==> src/design/shd_pkg.sv <==
package shd_pkg;

  // Seed geometry
  localparam int SEED_BITS     = 440;
  localparam int SEED_BYTES    = SEED_BITS / 8;
  localparam int MAX_OUT_BYTES = 32;
  localparam int IDX_W         = 6;

  // SM3 constants
  localparam logic [255:0] SM3_IV =
    256'h7380166f4914b2b9172442d7da8a0600a96f30bc163138aae38dee4db0fb0e4e;
  localparam logic [31:0] SM3_T_LO = 32'h79cc4519;
  localparam logic [31:0] SM3_T_HI = 32'h7a879d8a;

  // Prefix and padding bytes
  localparam logic [7:0] BYTE_DERIVE_C = 8'h00;
  localparam logic [7:0] BYTE_RESEED   = 8'h01;
  localparam logic [7:0] BYTE_GEN      = 8'h02;
  localparam logic [7:0] BYTE_UPDATE   = 8'h03;
  localparam logic [7:0] BYTE_PAD      = 8'h80;
  localparam logic [7:0] BYTE_ZERO     = 8'h00;
  localparam logic [5:0] PAD_END       = 6'd56;

  // Context masks
  localparam logic [1:0] MASK_DF = 2'b11;
  localparam logic [1:0] MASK_H0 = 2'b01;

  // Configuration register indexes
  localparam int CFG_IDX_W = 2;
  localparam logic [CFG_IDX_W-1:0] CFG_MAX_COUNT   = 2'd0;
  localparam logic [CFG_IDX_W-1:0] CFG_MAX_SECONDS = 2'd1;

  typedef enum logic [1:0] {
    KIND_INST, KIND_RESEED, KIND_GEN, KIND_TICK
  } kind_e;

  typedef enum logic [2:0] {
    PH_IDLE, PH_INST, PH_RS_PRE, PH_RS_POST,
    PH_GD_PRE, PH_GD_POST, PH_GP_NONE, PH_GP_SEEN
  } phase_e;

  typedef enum logic [2:0] {
    SRC_IN, SRC_CONST, SRC_HDR, SRC_V, SRC_LEN
  } src_e;

  typedef enum logic [1:0] {
    ADD_TMP, ADD_C, ADD_CNT
  } add_e;

  typedef enum logic [4:0] {
    ST_WAIT, ST_START, ST_HDR, ST_ONE, ST_TWO, ST_VB, ST_BYTE, ST_INB,
    ST_LAST, ST_DFIN, ST_STV, ST_ZERO, ST_CFIN, ST_STC, ST_ADDT, ST_G1,
    ST_G1F, ST_G1D, ST_THREE, ST_G2F, ST_ADD2, ST_ADDC, ST_ADDN, ST_OUT,
    ST_OSEND, ST_ERR, ST_PAD80, ST_PAD0, ST_PADL
  } ctrl_state_e;

  typedef struct packed {
    logic             init;
    logic             feed;
    logic [1:0]       mask;
    src_e             src;
    logic [7:0]       cbyte;
    logic [IDX_W-1:0] idx;
    logic             latch_len;
    logic             load_byte;
    logic             store_v;
    logic             store_c;
    logic             store_dig;
    logic             add;
    add_e             add_sel;
    logic             reseed_rst;
    logic             cnt_inc;
    logic             tick;
    logic             out_load;
    logic             out_err;
    logic             out_last;
    logic [1:0]       out_k;
    logic [3:0]       out_vb;
  } dp_cmd_t;

  typedef struct packed {
    logic       busy;
    logic       due;
    logic [5:0] pos;
  } dp_status_t;

endpackage

==> src/design/shd_ctrl.sv <==
module shd_ctrl (
  input  logic                 clk_i,
  input  logic                 rst_ni,
  input  logic                 in_valid_i,
  output logic                 in_stall_o,
  input  logic [1:0]           kind_i,
  input  logic                 byte_valid_i,
  input  logic                 is_entropy_i,
  input  logic                 last_byte_i,
  input  logic [5:0]           out_len_i,
  output logic                 out_valid_o,
  input  logic                 out_stall_i,
  input  shd_pkg::dp_status_t  status_i,
  output shd_pkg::dp_cmd_t     cmd_o
);
  import shd_pkg::*;

  ctrl_state_e      state_q, state_d, ret_q, ret_d;
  phase_e           phase_q, phase_d;
  logic [IDX_W-1:0] idx_q, idx_d;
  logic [1:0]       mask_q, mask_d;
  logic             out_valid_q, out_valid_d;
  logic             olast_q, olast_d;

  kind_e       kind_q;
  logic        bv_q, ent_q, last_q;
  logic [5:0]  n_q;
  logic        item_load;

  logic [5:0]  rem;
  logic [3:0]  vb;
  logic        wlast, len_bad;

  // Output word geometry
  always_comb begin
    rem     = n_q - {1'b0, idx_q[1:0], 3'b000};
    vb      = (rem > 6'd8) ? 4'd8 : rem[3:0];
    wlast   = (rem <= 6'd8);
    len_bad = (n_q == 6'd0) || (n_q > 6'(MAX_OUT_BYTES));
  end

  // Sequencer
  always_comb begin
    state_d     = state_q;
    ret_d       = ret_q;
    phase_d     = phase_q;
    idx_d       = idx_q;
    mask_d      = mask_q;
    out_valid_d = out_valid_q;
    olast_d     = olast_q;
    item_load   = 1'b0;
    in_stall_o  = 1'b1;
    cmd_o       = '0;
    if (!status_i.busy) begin
      unique case (state_q)
        ST_WAIT: begin
          in_stall_o = 1'b0;
          if (in_valid_i) begin
            if (kind_e'(kind_i) == KIND_TICK) begin
              cmd_o.tick = 1'b1;
            end else begin
              item_load       = 1'b1;
              cmd_o.load_byte = 1'b1;
              state_d = (phase_q == PH_IDLE) ? ST_START : ST_BYTE;
            end
          end
        end
        ST_START: begin
          cmd_o.init = 1'b1;
          idx_d      = '0;
          unique case (kind_q)
            KIND_INST: begin
              mask_d  = MASK_DF;
              phase_d = PH_INST;
              ret_d   = ST_BYTE;
              state_d = ST_HDR;
            end
            KIND_RESEED: begin
              mask_d  = MASK_DF;
              phase_d = PH_RS_PRE;
              ret_d   = ST_ONE;
              state_d = ST_HDR;
            end
            default: begin
              if (status_i.due) begin
                mask_d  = MASK_DF;
                phase_d = PH_GD_PRE;
                ret_d   = ST_ONE;
                state_d = ST_HDR;
              end else begin
                mask_d  = MASK_H0;
                phase_d = PH_GP_NONE;
                state_d = ST_TWO;
              end
            end
          endcase
        end
        ST_HDR: begin
          cmd_o.feed = 1'b1;
          cmd_o.src  = SRC_HDR;
          cmd_o.idx  = idx_q;
          if (idx_q == IDX_W'(7)) begin
            idx_d   = '0;
            state_d = ret_q;
          end else begin
            idx_d = idx_q + 1'b1;
          end
        end
        ST_ONE: begin
          cmd_o.feed  = 1'b1;
          cmd_o.src   = SRC_CONST;
          cmd_o.cbyte = BYTE_RESEED;
          state_d     = ST_BYTE;
        end
        ST_TWO: begin
          cmd_o.feed  = 1'b1;
          cmd_o.src   = SRC_CONST;
          cmd_o.cbyte = BYTE_GEN;
          idx_d       = '0;
          ret_d       = ST_BYTE;
          state_d     = ST_VB;
        end
        ST_VB: begin
          cmd_o.feed = 1'b1;
          cmd_o.src  = SRC_V;
          cmd_o.idx  = idx_q;
          if (idx_q == IDX_W'(SEED_BYTES - 1)) begin
            idx_d   = '0;
            state_d = ret_q;
          end else begin
            idx_d = idx_q + 1'b1;
          end
        end
        ST_BYTE: begin
          state_d = ST_LAST;
          if (bv_q) begin
            unique case (phase_q) inside
              PH_RS_PRE, PH_GD_PRE: begin
                if (!ent_q) begin
                  // V goes in ahead of the first non-entropy byte
                  phase_d = (phase_q == PH_RS_PRE) ? PH_RS_POST : PH_GD_POST;
                  idx_d   = '0;
                  ret_d   = ST_INB;
                  state_d = ST_VB;
                end else begin
                  cmd_o.feed = 1'b1;
                  cmd_o.src  = SRC_IN;
                end
              end
              PH_GP_NONE, PH_GP_SEEN: begin
                if (!ent_q) begin
                  cmd_o.feed = 1'b1;
                  cmd_o.src  = SRC_IN;
                  phase_d    = PH_GP_SEEN;
                end
              end
              default: begin
                cmd_o.feed = 1'b1;
                cmd_o.src  = SRC_IN;
              end
            endcase
          end
        end
        ST_INB: begin
          cmd_o.feed = 1'b1;
          cmd_o.src  = SRC_IN;
          state_d    = ST_LAST;
        end
        ST_LAST: begin
          if (!last_q) begin
            state_d = ST_WAIT;
          end else begin
            unique case (phase_q) inside
              PH_INST, PH_RS_POST: state_d = ST_DFIN;
              PH_RS_PRE: begin
                idx_d   = '0;
                ret_d   = ST_DFIN;
                state_d = ST_VB;
              end
              PH_GD_PRE: begin
                if (len_bad) begin
                  state_d = ST_ERR;
                end else begin
                  idx_d   = '0;
                  ret_d   = ST_DFIN;
                  state_d = ST_VB;
                end
              end
              PH_GD_POST: state_d = len_bad ? ST_ERR : ST_DFIN;
              PH_GP_SEEN: begin
                if (len_bad) begin
                  state_d = ST_ERR;
                end else begin
                  ret_d   = ST_ADDT;
                  state_d = ST_PAD80;
                end
              end
              default: state_d = len_bad ? ST_ERR : ST_G1;
            endcase
          end
        end
        ST_DFIN: begin
          ret_d   = ST_STV;
          state_d = ST_PAD80;
        end
        ST_STV: begin
          // new V, then derive C from it
          cmd_o.store_v = 1'b1;
          cmd_o.init    = 1'b1;
          idx_d         = '0;
          ret_d         = ST_ZERO;
          state_d       = ST_HDR;
        end
        ST_ZERO: begin
          cmd_o.feed  = 1'b1;
          cmd_o.src   = SRC_CONST;
          cmd_o.cbyte = BYTE_DERIVE_C;
          idx_d       = '0;
          ret_d       = ST_CFIN;
          state_d     = ST_VB;
        end
        ST_CFIN: begin
          ret_d   = ST_STC;
          state_d = ST_PAD80;
        end
        ST_STC: begin
          cmd_o.store_c    = 1'b1;
          cmd_o.reseed_rst = 1'b1;
          if (phase_q == PH_GD_PRE || phase_q == PH_GD_POST) begin
            state_d = ST_G1;
          end else begin
            phase_d = PH_IDLE;
            state_d = ST_WAIT;
          end
        end
        ST_ADDT: begin
          cmd_o.add     = 1'b1;
          cmd_o.add_sel = ADD_TMP;
          state_d       = ST_G1;
        end
        ST_G1: begin
          mask_d     = MASK_H0;
          cmd_o.init = 1'b1;
          idx_d      = '0;
          ret_d      = ST_G1F;
          state_d    = ST_VB;
        end
        ST_G1F: begin
          ret_d   = ST_G1D;
          state_d = ST_PAD80;
        end
        ST_G1D: begin
          cmd_o.store_dig = 1'b1;
          cmd_o.init      = 1'b1;
          state_d         = ST_THREE;
        end
        ST_THREE: begin
          cmd_o.feed  = 1'b1;
          cmd_o.src   = SRC_CONST;
          cmd_o.cbyte = BYTE_UPDATE;
          idx_d       = '0;
          ret_d       = ST_G2F;
          state_d     = ST_VB;
        end
        ST_G2F: begin
          ret_d   = ST_ADD2;
          state_d = ST_PAD80;
        end
        ST_ADD2: begin
          cmd_o.add     = 1'b1;
          cmd_o.add_sel = ADD_TMP;
          state_d       = ST_ADDC;
        end
        ST_ADDC: begin
          cmd_o.add     = 1'b1;
          cmd_o.add_sel = ADD_C;
          state_d       = ST_ADDN;
        end
        ST_ADDN: begin
          cmd_o.add     = 1'b1;
          cmd_o.add_sel = ADD_CNT;
          cmd_o.cnt_inc = 1'b1;
          idx_d         = '0;
          state_d       = ST_OUT;
        end
        ST_OUT: begin
          cmd_o.out_load = 1'b1;
          cmd_o.out_k    = idx_q[1:0];
          cmd_o.out_vb   = vb;
          cmd_o.out_last = wlast;
          olast_d        = wlast;
          out_valid_d    = 1'b1;
          state_d        = ST_OSEND;
        end
        ST_ERR: begin
          cmd_o.out_load = 1'b1;
          cmd_o.out_err  = 1'b1;
          olast_d        = 1'b1;
          out_valid_d    = 1'b1;
          state_d        = ST_OSEND;
        end
        ST_OSEND: begin
          if (!out_stall_i) begin
            out_valid_d = 1'b0;
            if (olast_q) begin
              phase_d = PH_IDLE;
              state_d = ST_WAIT;
            end else begin
              idx_d   = idx_q + 1'b1;
              state_d = ST_OUT;
            end
          end
        end
        ST_PAD80: begin
          cmd_o.feed      = 1'b1;
          cmd_o.src       = SRC_CONST;
          cmd_o.cbyte     = BYTE_PAD;
          cmd_o.latch_len = 1'b1;
          state_d         = ST_PAD0;
        end
        ST_PAD0: begin
          if (status_i.pos == PAD_END) begin
            idx_d   = '0;
            state_d = ST_PADL;
          end else begin
            cmd_o.feed  = 1'b1;
            cmd_o.src   = SRC_CONST;
            cmd_o.cbyte = BYTE_ZERO;
          end
        end
        ST_PADL: begin
          cmd_o.feed = 1'b1;
          cmd_o.src  = SRC_LEN;
          cmd_o.idx  = idx_q;
          if (idx_q == IDX_W'(7)) begin
            idx_d   = '0;
            state_d = ret_q;
          end else begin
            idx_d = idx_q + 1'b1;
          end
        end
        default: state_d = ST_WAIT;
      endcase
    end
    cmd_o.mask = mask_d;
  end

  // State registers
  always_ff @(posedge clk_i or negedge rst_ni) begin
    if (!rst_ni) begin
      state_q     <= ST_WAIT;
      ret_q       <= ST_WAIT;
      phase_q     <= PH_IDLE;
      idx_q       <= '0;
      mask_q      <= MASK_DF;
      out_valid_q <= 1'b0;
      olast_q     <= 1'b0;
    end else begin
      state_q     <= state_d;
      ret_q       <= ret_d;
      phase_q     <= phase_d;
      idx_q       <= idx_d;
      mask_q      <= mask_d;
      out_valid_q <= out_valid_d;
      olast_q     <= olast_d;
    end
  end

  // Item control fields
  always_ff @(posedge clk_i) begin
    if (item_load) begin
      kind_q <= kind_e'(kind_i);
      bv_q   <= byte_valid_i;
      ent_q  <= is_entropy_i;
      last_q <= last_byte_i;
      n_q    <= out_len_i;
    end
  end

  assign out_valid_o = out_valid_q;

  a_no_accept_busy: assert property (@(posedge clk_i) disable iff (!rst_ni)
    (in_valid_i && !in_stall_o) |-> !status_i.busy)
    else $error("input transfer while datapath busy");

  a_cmd_not_busy: assert property (@(posedge clk_i) disable iff (!rst_ni)
    (cmd_o.feed || cmd_o.init || cmd_o.add || cmd_o.store_v) |-> !status_i.busy)
    else $error("datapath command issued during compression");

  a_out_in_gen: assert property (@(posedge clk_i) disable iff (!rst_ni)
    out_valid_q |-> (phase_q == PH_GD_PRE || phase_q == PH_GD_POST ||
                     phase_q == PH_GP_NONE || phase_q == PH_GP_SEEN))
    else $error("result outside a generate");

  a_out_blocks_in: assert property (@(posedge clk_i) disable iff (!rst_ni)
    out_valid_q |-> in_stall_o)
    else $error("input open while a result is pending");

endmodule

==> config.mk <==
export PLATFORM = sky130hd
export DESIGN_NAME = shd_ctrl
export DESIGN_NICKNAME = d
export VERILOG_FILES = /design/src/design/shd_pkg.sv /design/src/design/shd_ctrl.sv
export SDC_FILE = /design/constraint.sdc
export NUM_CORES = 1
export LEC_CHECK = 0
export BUFFER_PORTS_ARGS = -buffer_cell sky130_fd_sc_hd__buf_2
export CORE_ASPECT_RATIO = 1.5
export CORE_UTILIZATION = 55
export DETAILED_ROUTE_END_ITERATION = 8
export MAX_ROUTING_LAYER = met4
export PLACE_DENSITY = 0.89
export SETUP_SLACK_MARGIN = 0.4
export SYNTH_ARGS = -nofsm -noshare
export SYNTH_HDL_FRONTEND = slang
export SYNTH_SLANG_ARGS = --single-unit
==> constraint.sdc <==
create_clock -name clk_i -period 3.1 [get_ports clk_i]
set_input_delay 0.31 -clock clk_i [delete_from_list [all_inputs] [get_ports clk_i]]
set_output_delay 0.31 -clock clk_i [all_outputs]
set_load 0.05 [all_outputs]
==> results of run 1 <==
-- worst max-delay path: stages, from the launching register on --
cell and delay [ns]:
sky130_fd_sc_hd__dfrtp_1 0.38, sky130_fd_sc_hd__buf_12 0.23, sky130_fd_sc_hd__or3_1 0.30, sky130_fd_sc_hd__nor2_2 0.10, sky130_fd_sc_hd__and3_1 0.18, sky130_fd_sc_hd__a2111o_1 0.50, sky130_fd_sc_hd__and3b_1 0.42, sky130_fd_sc_hd__mux2_1 0.35
-- metal layers --
metal | global-route usage | up-vias
li1 | - | 1573
met1 | 0.458 | 1622
met2 | 0.644 | 249
met3 | 0.0568 | 70
met4 | 0.267 | 0
met5 | - | -
-- state kept, by name (all words and copies together), names as in the netlist --
signal       count
ent_q            1
ret_q            5
olast_q          1
mask_q           2
state_q          5
bv_q             1
kind_q           2
n_q              6
idx_q            6
last_q           1
phase_q          3
out_valid_o      1
-- final timing paths --
kind | start | cells after the start | to
min in group asynchronous | rst_ni | 2 | state_q[2]
hold reg to reg | ret_q[4] | 1 | ret_q[4]
hold / removal | out_len_i[5] | 1 | n_q[5]
max in group asynchronous | rst_ni | 2 | state_q[3]
setup reg to reg | state_q[2] | 7 | ret_q[4]
setup / recovery | state_q[2] | 7 | ret_q[4]
-- layout make-up --
class | instances | share of cell area
Multi-Input combinational cell | 324 | 0.564
Inverter | 9 | 0.00978
Timing Repair Buffer | 77 | 0.119
Tap cell | 70 | 0.0236
Sequential cell | 34 | 0.246
Clock buffer | 5 | 0.0185
Clock inverter | 3 | 0.0185
-- placed cells by master, fill, tap and decap left out, types with 4 or more instances in the layout --
master	instances
sky130_fd_sc_hd__conb_1	5
sky130_fd_sc_hd__a221o_1	6
sky130_fd_sc_hd__a21o_1	6
sky130_fd_sc_hd__inv_1	8
sky130_fd_sc_hd__o22ai_1	8
sky130_fd_sc_hd__a2bb2oi_1	4
sky130_fd_sc_hd__a21oi_1	27
sky130_fd_sc_hd__mux2_1	4
sky130_fd_sc_hd__a211o_1	4
sky130_fd_sc_hd__nand2b_1	10
sky130_fd_sc_hd__edfxtp_1	11
sky130_fd_sc_hd__nor2b_1	11
sky130_fd_sc_hd__nor3_2	5
sky130_fd_sc_hd__nor2_1	38
sky130_fd_sc_hd__nand3b_1	4
sky130_fd_sc_hd__nor3_1	11
sky130_fd_sc_hd__dfrtp_1	18
sky130_fd_sc_hd__o21ai_0	23
sky130_fd_sc_hd__or2_2	5
sky130_fd_sc_hd__clkbuf_8	5
sky130_fd_sc_hd__or3_1	5
sky130_fd_sc_hd__and2_1	11
sky130_fd_sc_hd__nand2_1	30
sky130_fd_sc_hd__mux2_2	7
sky130_fd_sc_hd__and3_1	10
sky130_fd_sc_hd__nand3_1	13
sky130_fd_sc_hd__buf_2	60
sky130_fd_sc_hd__buf_4	15
-- metrics by stage --
stage	area (µm²)	worst slack, ns
final	3710	0.500
after global routing	3710	0.401
after CTS	3690	0.439
after detailed placement	3540	0.535
after global placement	3540	0.518
after floorplan	3220	0.494
-- report_power, final --
| part | internal [mW] | switching (mW) | total [mW] |
|---|---|---|---|
| combinational | 1.02 | 1.72 | 2.74 |
| sequential | 0.623 | 0.254 | 0.877 |
| clock | 0.322 | 0.177 | 0.499 |
| total | 1.96 | 2.15 | 4.12 |
-- cells by family (layout without fill, tap and decap cells) --
family / Yosys count / in the layout / synth area share
AOI/OAI and AO/OA: 120 / 120 / 0.258
xor gates and xnor gates: 3 / 3 / 0.00832
adders and majority gates: 4 / 4 / 0.0182
buffers and inverters: 48 / 94 / 0.0744
DFF: 34 / 34 / 0.287
muxes: 14 / 14 / 0.0487
other: 1 / 5 / 0.00119
and+or+nand+nor: 178 / 178 / 0.304
-- repair_timing --
item,CTS,global route
endpoints found under the setup margin,10,14
hold buffers,1,0
endpoints found under the hold margin,2,0
gates resized for setup,3,5
==> impl_metrics.tcl, run 1 <==
set metrics [dict create \
    drive_gt1_frac 0.268 \
    floorplan.die.height_um 94.8 \
    synth-main-ff-cell "sky130_fd_sc_hd__dfrtp_1" \
    unrepaired_setup_endpoints_after_global_routing "false" \
    irDropWorstVdd_uv 636 \
    relSlewSlack 0.550 \
    initial_drc_count 355 \
    synth_seq_cells 34 \
    post-dp-hpwl_mm 8.48 \
    post_drt_wl_per_cell_um 21.2 \
    area.sequential_um2 912 \
    grt_max_degree 49 \
    io_pins 66 \
    area_delta_synth_final_pct 17.4 \
    multi_input_gate_area_mm2 0.00209 \
    count_of_standard_cell_rows 33 \
    setup_total_negative_slack_ns 0 \
    htreeDepth 2 \
    timing.final.crit_share 0.839 \
    outcome "finished, final reports clean" \
    clk_skew_ns 0.0137 \
    setup_viol 0 \
    cts-root-buf "sky130_fd_sc_hd__clkbuf_8" \
    core_region_area_mm2 0.00549 \
    yosys_warnings 0 \
    detailroute.wirelength.met3_um 939 \
    synth_top_cell_area_share 0.166 \
    post_layout_nonfiller_instances 522 \
    fin_total_pwr_mw 4.12 \
    final.hold.worst_slack_ns 0.190 \
    route.vias.total 3514 \
    grt_pass1_vias 3338 \
    post_synth_main_area_contributors "sky130_fd_sc_hd__dfrtp_1, sky130_fd_sc_hd__edfxtp_1, sky130_fd_sc_hd__nor2_1, sky130_fd_sc_hd__a21oi_1, sky130_fd_sc_hd__o21ai_0" \
    drt_pre_antenna_iters 5 \
    antenna_found_initial 0 \
    die-area_mm2 0.00606 \
    numCtsBuffers 5 \
    dr.max_layer_used "met4" \
    diodes 0 \
    crit_arrival_ns 2.77 \
    netlist.top_cell.by_area "sky130_fd_sc_hd__dfrtp_1" \
    max_slew.worst_pin.slew_ns 0.670 \
    postSynthCellCount 402 \
    grt_pass1_wl_mm 17.5 \
    worstHoldPathType "input port to register" \
    critical_path_peak_fanout 48 \
    min_period_ns 2.60 \
    worst_ep_required_time_ns 3.27 \
    netlist_top_cells_count "sky130_fd_sc_hd__nor2_1, sky130_fd_sc_hd__nand2_1, sky130_fd_sc_hd__a21oi_1, sky130_fd_sc_hd__o21ai_0, sky130_fd_sc_hd__dfrtp_1" \
    cellLeakagePower_nw 1.63 \
    ff2ff_setup_slack_ns 0.50 \
    totalWireLength_mm 11.1 \
    max-clock-path-buffers 2 \
    place.detailed.instances 513 \
    start_util 0.576 \
    drc 0 \
    drv.max_cap_violation_count 0 \
    slew_violations 0 \
    postCtsSetupBuffers 0 \
    final_hold_viols 0 \
    number_of_nets_in_the_layout 478 \
    wire_length_on_met2_mm 5.30 \
    syn-mean-instance-area_um2 7.86 \
    synth-edff-count 11 \
    summed_instance_area_of_the_synthesized_netlist_mm2 0.00316 \
    gp_congestion 0.977 \
    ys_seq_area_frac 0.287 \
    met1Wirelength_mm 4.01 \
    fin_util 0.676 \
    clkLatencyLatePin_ns 0.30 \
    worstSetupStartpointType "register" \
    power.density_mw_per_mm2 1110 \
    globalRoute.totalOverflow 0 \
    cts_sinks 34 \
    highest_achievable_clock_rate_mhz 385 \
    ys_async_sr_fraction 0.676 \
    crit_type "register to register" \
    die_w_um 63.9 \
    synth_most_common_cell "sky130_fd_sc_hd__nor2_1" \
    grt_use_total 0.399 \
    detail_route.vias_per_cell 6.73 \
    tritoncts_clock_tree "yes" \
    buffers_added_on_ports 60 \
    critPathCaptureType "register" \
    final.fill_count 456 \
    yosysUniqueCellTypes 72 \
    clock_transition_time_at_the_flip_flop_clock_pins_of_the_worst_setup_and_hold_paths_ns 0.08 \
    detail-route-antenna-nets 0 \
]
Note: power is estimated with default switching activity, not from simulation.
==> run 2, diff against run 1 <==
- clock period: 3.1 -> 2.4 ns (I/O delays scaled with it)
==> run 2 against run 1 <==
  * The flow now stops in 5_1_grt
  * Synthesized cell count stayed put
  * Area after synthesis did not move
==> impl_metrics.tcl, run 2 <==
set metrics [dict create \
    outcome "did not finish" \
    outcome.stop_stage "5_1_grt" \
    run.stop_error "[ERROR DPL-0038] Utilization greater than 100%, impossible to legalize" \
    numCtsBuffers 5 \
    post-dp-hpwl_mm 8.63 \
    synth_top_cell_area_share 0.166 \
    htreeDepth 2 \
    ys_async_sr_fraction 0.676 \
    io_pins 66 \
    cts-root-buf "sky130_fd_sc_hd__clkbuf_8" \
    floorplan.die.height_um 94.8 \
    syn-mean-instance-area_um2 7.86 \
    start_util 0.576 \
    grt_max_degree 24 \
    summed_instance_area_of_the_synthesized_netlist_mm2 0.00316 \
    endpoint_type "primary output" \
    netlist.top_cell.by_area "sky130_fd_sc_hd__dfrtp_1" \
    yosysUniqueCellTypes 72 \
    synth_seq_cells 34 \
    grt_worst_setup_endpoint "cmd_o[39]" \
    postSynthCellCount 402 \
    max-clock-path-buffers 2 \
    post_synth_main_area_contributors "sky130_fd_sc_hd__dfrtp_1, sky130_fd_sc_hd__edfxtp_1, sky130_fd_sc_hd__nor2_1, sky130_fd_sc_hd__a21oi_1, sky130_fd_sc_hd__o21ai_0" \
    gp_congestion 1.05 \
    netlist_top_cells_count "sky130_fd_sc_hd__nor2_1, sky130_fd_sc_hd__nand2_1, sky130_fd_sc_hd__a21oi_1, sky130_fd_sc_hd__o21ai_0, sky130_fd_sc_hd__dfrtp_1" \
    place.detailed.instances 545 \
    synth-main-ff-cell "sky130_fd_sc_hd__dfrtp_1" \
    buffers_added_on_ports 60 \
    synth-edff-count 11 \
    ys_seq_area_frac 0.287 \
    die_w_um 63.9 \
    cts_sinks 34 \
    synth_most_common_cell "sky130_fd_sc_hd__nor2_1" \
    count_of_standard_cell_rows 33 \
    yosys_warnings 0 \
]
-- run 2: cell families after synthesis --
| kind of cell | Yosys count | synth area share |
|---|---|---|
| AND/OR/NAND/NOR | 178 | 0.304 |
| AO/OA/AOI/OAI | 120 | 0.258 |
| buffers and inverters | 48 | 0.0744 |
| flip-flops | 34 | 0.287 |
| multiplexers | 14 | 0.0487 |
| adder cells (fa/ha/maj) | 4 | 0.0182 |
| XOR/XNOR | 3 | 0.00832 |
| other | 1 | 0.00119 |
-- run 2: what timing repair did --
item	in CTS
hold buffers	1
endpoints found under the setup margin	59
cloned	1
endpoints found under the hold margin	21
setup buffers	43
pin swaps	31
resized for setup	166
-- run 2: stage by stage --
step           hold WS, ns  area, µm²  setup WS (ns)
2_1_floorplan      -0.0556       3530          0.249
3_3_place_gp         0.259       3980         0.0815
3_5_place_dp         0.260       3980         0.0817
4_1_cts              0.114       5080          0.175
==> run 3, diff against run 2 <==
- CORE_ASPECT_RATIO: 1.5 -> not set
- CORE_UTILIZATION: 55 -> 40
- MAX_ROUTING_LAYER: met4 -> not set
- PLACE_DENSITY: 0.89 -> not set
- PLACE_DENSITY_LB_ADDON: not set -> 0.15
- SETUP_SLACK_MARGIN: 0.4 -> not set
==> run 3 against run 2 <==
  * The flow now finishes without violations
==> impl_metrics.tcl, run 3 (synthesized netlist as in run 1, its figures left out) <==
set metrics [dict create \
    highest_achievable_clock_rate_mhz 426 \
    fin_ws_ns 0.0551 \
    critical_path_peak_fanout 13 \
    diodes 0 \
    hold_path_startpoint "is_entropy_i" \
    final.fill_count 750 \
    worst_r2r_endpoint "state_q[0]" \
    timing.critical_path.cells "buf_4, nor2_1, o21ai_0, a221o_1, a2111o_1, mux2_2" \
    outcome "finished, final reports clean" \
    htreeDepth 2 \
    grt_pass1_wl_mm 17.7 \
    initial_drc_count 381 \
    worst_path_largest_cell_delay_ns 0.46 \
    core_region_area_mm2 0.00769 \
    gp_congestion 0.962 \
    ff2ff_setup_slack_ns 0.06 \
    cts-root-buf "sky130_fd_sc_hd__clkbuf_8" \
    antenna_found_initial 0 \
    fin_total_pwr_mw 5.92 \
    post-dp-hpwl_mm 8.89 \
    hold-path-cell-count 1 \
    numCtsBuffers 5 \
    worstSetupStartpointType "register" \
    grt_max_degree 24 \
    grt_use_total 0.277 \
    start_util 0.411 \
    r2r_cells 6 \
    min_period_ns 2.34 \
    buffers_added_on_ports 60 \
    drive_gt1_frac 0.367 \
    worst_ep_required_time_ns 2.59 \
    commonest_non_fill_non_tap_cells_in_the_layout "sky130_fd_sc_hd__buf_4, sky130_fd_sc_hd__buf_2, sky130_fd_sc_hd__nor2_1, sky130_fd_sc_hd__nand2_1, sky130_fd_sc_hd__a21oi_1" \
    comb_power_share 0.712 \
    slowest_stage "sky130_fd_sc_hd__dfrtp_1" \
    fin_util 0.547 \
    drt_pre_antenna_iters 5 \
    totalWireLength_mm 11.5 \
    area_delta_synth_final_pct 33.1 \
    irDropWorstVdd_uv 695 \
    biggestRegsByFlops "idx_q x6, n_q x6" \
    worstHoldPathType "input port to register" \
    layout_commonest_cell "sky130_fd_sc_hd__buf_4" \
    timing.final.crit_share 0.977 \
    cts_sinks 34 \
    clock_transition_time_at_the_flip_flop_clock_pins_of_the_worst_setup_and_hold_paths_ns 0.09 \
    relSlewSlack 0.621 \
    max-clock-path-buffers 2 \
    multi_input_gate_area_mm2 0.00217 \
    grt_pass1_vias 3233 \
    unrepaired_setup_endpoints_after_global_routing "false" \
    number_of_nets_in_the_layout 522 \
    route.vias.total 3559 \
    final_hold_viols 0 \
    setup_viol 0 \
    power.share.switching 0.497 \
    p_int_mw 2.98 \
    drv.max_cap_violation_count 0 \
    crit_arrival_ns 2.53 \
    detail_route.vias_per_cell 5.95 \
    max_slew.worst_pin.slew_ns 0.568 \
    worst_setup_timing_slack_at_the_placement_stage_ns 0.0160 \
    final.hold.worst_slack_ns 0.117 \
    pwr-share-seq 0.175 \
    tritoncts_clock_tree "yes" \
    share_clk_of_total_power 0.113 \
    crit_type "register to register" \
    post_drt_wl_per_cell_um 19.1 \
    io_pins 66 \
    count_of_standard_cell_rows 32 \
    critPathCaptureType "register" \
    die_w_um 90.9 \
    clk_skew_ns 0.00982 \
    globalRoute.totalOverflow 0 \
    cellLeakagePower_nw 1.87 \
    clkLatencyLatePin_ns 0.30 \
    area.sequential_um2 911 \
    regToRegStartpoint "state_q[2]" \
    slew_violations 0 \
    switching_power_mw 2.94 \
    die-area_mm2 0.00826 \
    detail-route-antenna-nets 0 \
    power.density_mw_per_mm2 1410 \
    hold-path-endpoint "ent_q" \
    drc 0 \
    floorplan.die.height_um 90.9 \
]
==> run 3: worst max path at each step <==
stage / depth (start not counted) / end / start
after floorplan: 7 / cmd_o[20] / state_q[1]
after global placement: 8 / idx_q[0] / status_i[1]
after detailed placement: 8 / idx_q[0] / status_i[1]
after CTS: 8 / cmd_o[20] / state_q[2]
after global routing: 6 / cmd_o[1] / idx_q[0]
final: 6 / state_q[0] / state_q[2]
==> run 3: layout make-up <==
| type | count | share of cell area |
|---|---|---|
| clock inverters | 3 | 0.0164 |
| repair buffers | 121 | 0.196 |
| multi-input cells | 324 | 0.516 |
| inverters | 9 | 0.00803 |
| clock buffers | 5 | 0.0164 |
| well taps | 102 | 0.0303 |
| flip-flops and latches | 34 | 0.216 |
==> run 3: metrics by stage <==
stage,instance area [µm²],std cells,TNS [ns]
6_report,4210,598,0
3_5_place_dp,3940,584,0
4_1_cts,4140,596,0
5_1_grt,4210,598,0
3_3_place_gp,3940,584,-0.259
2_1_floorplan,3280,406,-0.458
==> run 3: critical path, delay by kind of cell, from the launching register on <==
family | cells | cell delay (ns)
and+or+nand+nor | 1 | 0.27
muxes | 1 | 0.28
buffers and inverters | 1 | 0.22
DFF | 1 | 0.46
AOI/OAI and AO/OA | 3 | 1.02
==> run 3: repair_timing <==
action,in CTS,in global routing
hold buffers,1,0
cloned,0,0
endpoints found under the hold margin,21,0
gates resized for setup,11,17
pin swaps,1,3
setup buffers,3,2
endpoints found under the setup margin,10,27
==> run 3: routing by layer <==
| layer | track usage | part of all wire |
|---|---|---|
| met1 | 0.382 | 0.45 |
| met2 | 0.444 | 0.45 |
| met3 | 0.0480 | 0.073 |
| met4 | 0.0754 | 0.024 |
| met5 | 0 | 0 |
==> run 3: power by group through the flow <==
stage	clock network, mW	registers [mW]	logic (mW)
after floorplan	0	0.962	2.70
after global placement	0	1.04	3.98
after detailed placement	0	1.05	3.97
after CTS	0.679	1.03	4.06
after global routing	0.696	1.06	4.48
final	0.668	1.04	4.22
==> run 4, diff against run 3 <==
- BUFFER_PORTS_ARGS: -buffer_cell sky130_fd_sc_hd__buf_2 -> -buffer_cell sky130_fd_sc_hd__buf_4
- clock period: 2.4 -> 2.7 ns (I/O delays scaled with it)
==> run 4 against run 3 <==
  * Clock-buffer cell count did not move
  * First-iteration DRC count rose by 39%
  * Via count fell by 0.84%
  * Die area did not move
  * Clock power fell by 12%
  * Final cell count fell by 3.7%
  * Setup slack improved by 0.10 ns
  * Cell area fell by 3.9%
  * Non-clock buffer count fell by 22
  * Sequential cell count did not move
  * Worst hold slack improved by 0.029 ns
  * Sequential power fell by 6%
  * Highest routed layer unchanged
==> impl_metrics.tcl, run 4 (synthesized netlist as in run 1, its figures left out) <==
set metrics [dict create \
    globalRoute.totalOverflow 0 \
    fin_total_pwr_mw 4.98 \
    grt_use_met1 0.382 \
    highest_achievable_clock_rate_mhz 393 \
    most_used_routing_layer "met2" \
    worst_ep_required_time_ns 2.43 \
    drt_pre_antenna_iters 5 \
    tritoncts_clock_tree "yes" \
    cts_sinks 34 \
    worst-path-buf-inv 3 \
    final.hold.worst_slack_ns 0.146 \
    setup_total_negative_slack_ns 0 \
    timing.critical_path.cells "buf_12, nor3b_1, a21oi_1, buf_4, nor3_4, or2_2, and2_1, buf_4" \
    numCtsBuffers 5 \
    buffers_added_on_ports 60 \
    io_pins 66 \
    postCtsSetupBuffers 0 \
    met2_routing_resource_usage_after_global_routing 0.438 \
    number_of_nets_in_the_layout 500 \
    layout_commonest_cell "sky130_fd_sc_hd__buf_4" \
    area_delta_synth_final_pct 27.9 \
    totalWireLength_mm 11.2 \
    drive_gt1_frac 0.289 \
    cellLeakagePower_nw 1.75 \
    grt_max_degree 24 \
    worst_path_largest_cell_delay_ns 0.50 \
    initial_drc_count 531 \
    die-area_mm2 0.00826 \
    use_met3 0.0455 \
    count_of_standard_cell_rows 32 \
    crit_arrival_ns 2.27 \
    timing.final.crit_share 0.942 \
    slew_violations 0 \
    post-dp-hpwl_mm 8.70 \
    relSlewSlack 0.650 \
    antenna_found_initial 0 \
    clkLatencyLatePin_ns 0.29 \
    worst_setup_timing_slack_at_the_placement_stage_ns 0.321 \
    biggestRegsByFlops "idx_q x6, n_q x6" \
    post_dp_area_mm2 0.00389 \
    crit_type "register to primary output" \
    unrepaired_setup_endpoints_after_global_routing "false" \
    power.density_mw_per_mm2 1230 \
    die_w_um 90.9 \
    worst_path_dominant_cell_family "simple AND/OR/NAND/NOR gates" \
    drc 0 \
    htreeDepth 2 \
    fin_util 0.526 \
    irDropWorstVdd_uv 379 \
    layout.cell_area.non_filler_mm2 0.00404 \
    drv.max_cap_violation_count 0 \
    grt_pass1_wl_mm 17.8 \
    most_frequent_cell_on_critical_path "sky130_fd_sc_hd__buf_4" \
    post_drt_wl_per_cell_um 19.4 \
    clock_transition_time_at_the_flip_flop_clock_pins_of_the_worst_setup_and_hold_paths_ns 0.08 \
    critPathCaptureType "primary output" \
    worstHoldPathType "input port to register" \
    critical_path_peak_fanout 19 \
    grt_pass1_vias 3315 \
    outcome "finished, final reports clean" \
    place.detailed.instances 567 \
    floorplan.die.height_um 90.9 \
    post_layout_nonfiller_instances 576 \
    min_period_ns 2.54 \
    max_slew.worst_pin.slew_ns 0.524 \
    setup_viol 0 \
    final.fill_count 763 \
    gp_congestion 0.985 \
    clk_skew_ns 0.00995 \
    diodes 0 \
    commonest_non_fill_non_tap_cells_in_the_layout "sky130_fd_sc_hd__buf_4, sky130_fd_sc_hd__nor2_1, sky130_fd_sc_hd__nand2_1, sky130_fd_sc_hd__a21oi_1, sky130_fd_sc_hd__o21ai_0" \
    detail-route-antenna-nets 0 \
    max-clock-path-buffers 2 \
    detail_route.vias_per_cell 6.13 \
    worstSetupStartpointType "register" \
    fin_ws_ns 0.156 \
    core_region_area_mm2 0.00769 \
    final_hold_viols 0 \
    slowest_stage "sky130_fd_sc_hd__dfrtp_1" \
    cts-root-buf "sky130_fd_sc_hd__clkbuf_8" \
    start_util 0.411 \
    route.vias.total 3529 \
    grt_use_total 0.276 \
]
-- run 4: cell types whose count changed in the layout (fill, tap and decap cells not counted), sizes merged --
| cell | previous run | this run |
|---|---|---|
| buf | 119 | 98 |
| clkbuf | 6 | 5 |
-- run 4: final cells by class --
class | instances | area (µm²) | area share
inverter | 9 | 33.8 | 0.00835
multi-input combinational | 324 | 2080 | 0.514
tap | 102 | 128 | 0.0316
clock inverter | 3 | 68.8 | 0.0170
timing repair buffer | 99 | 758 | 0.187
clock buffer | 5 | 68.8 | 0.0170
sequential | 34 | 908 | 0.225
-- run 4: per-layer routing --
layer  vias up  wire length, µm
met2       224             5060
met3        25             1040
met1      1668             4840
li1       1612                -
met5         -                0
met4         0              257
-- run 4: report_power, final --
group          total, mW  switching (mW)  internal (mW)
Clock              0.588           0.218          0.370
Combinational       3.41            2.02           1.39
Sequential         0.981           0.270          0.712
-- run 4: worst paths after layout --
| kind | endpoint | slack, ns | startpoint | cells past startpoint |
|---|---|---|---|---|
| min reg2reg | mask_q[0] | 0.51 | mask_q[0] | 1 |
| min | ent_q | 0.15 | is_entropy_i | 1 |
| min in group asynchronous | phase_q[0] | 0.42 | rst_ni | 2 |
| max | cmd_o[21] | 0.16 | state_q[1] | 8 |
| max in group asynchronous | mask_q[1] | 1.98 | rst_ni | 2 |
| max reg2reg | idx_q[5] | 0.25 | state_q[4] | 7 |
-- run 4: worst register-to-register path: stages, from the launching register on --
cell and delay (ns):
sky130_fd_sc_hd__dfrtp_1 0.53, sky130_fd_sc_hd__buf_4 0.25, sky130_fd_sc_hd__nand2_1 0.17, sky130_fd_sc_hd__a311o_1 0.19
sky130_fd_sc_hd__o21ai_0 0.12, sky130_fd_sc_hd__nand4bb_1 0.29, sky130_fd_sc_hd__or2_0 0.38, sky130_fd_sc_hd__a221o_1 0.39
-- run 4: what timing repair did --
action	4_1_cts	5_1_grt
hold endpoints to repair	21	0
resized for setup	0	1
setup endpoints to repair	0	2
hold buffers	1	0
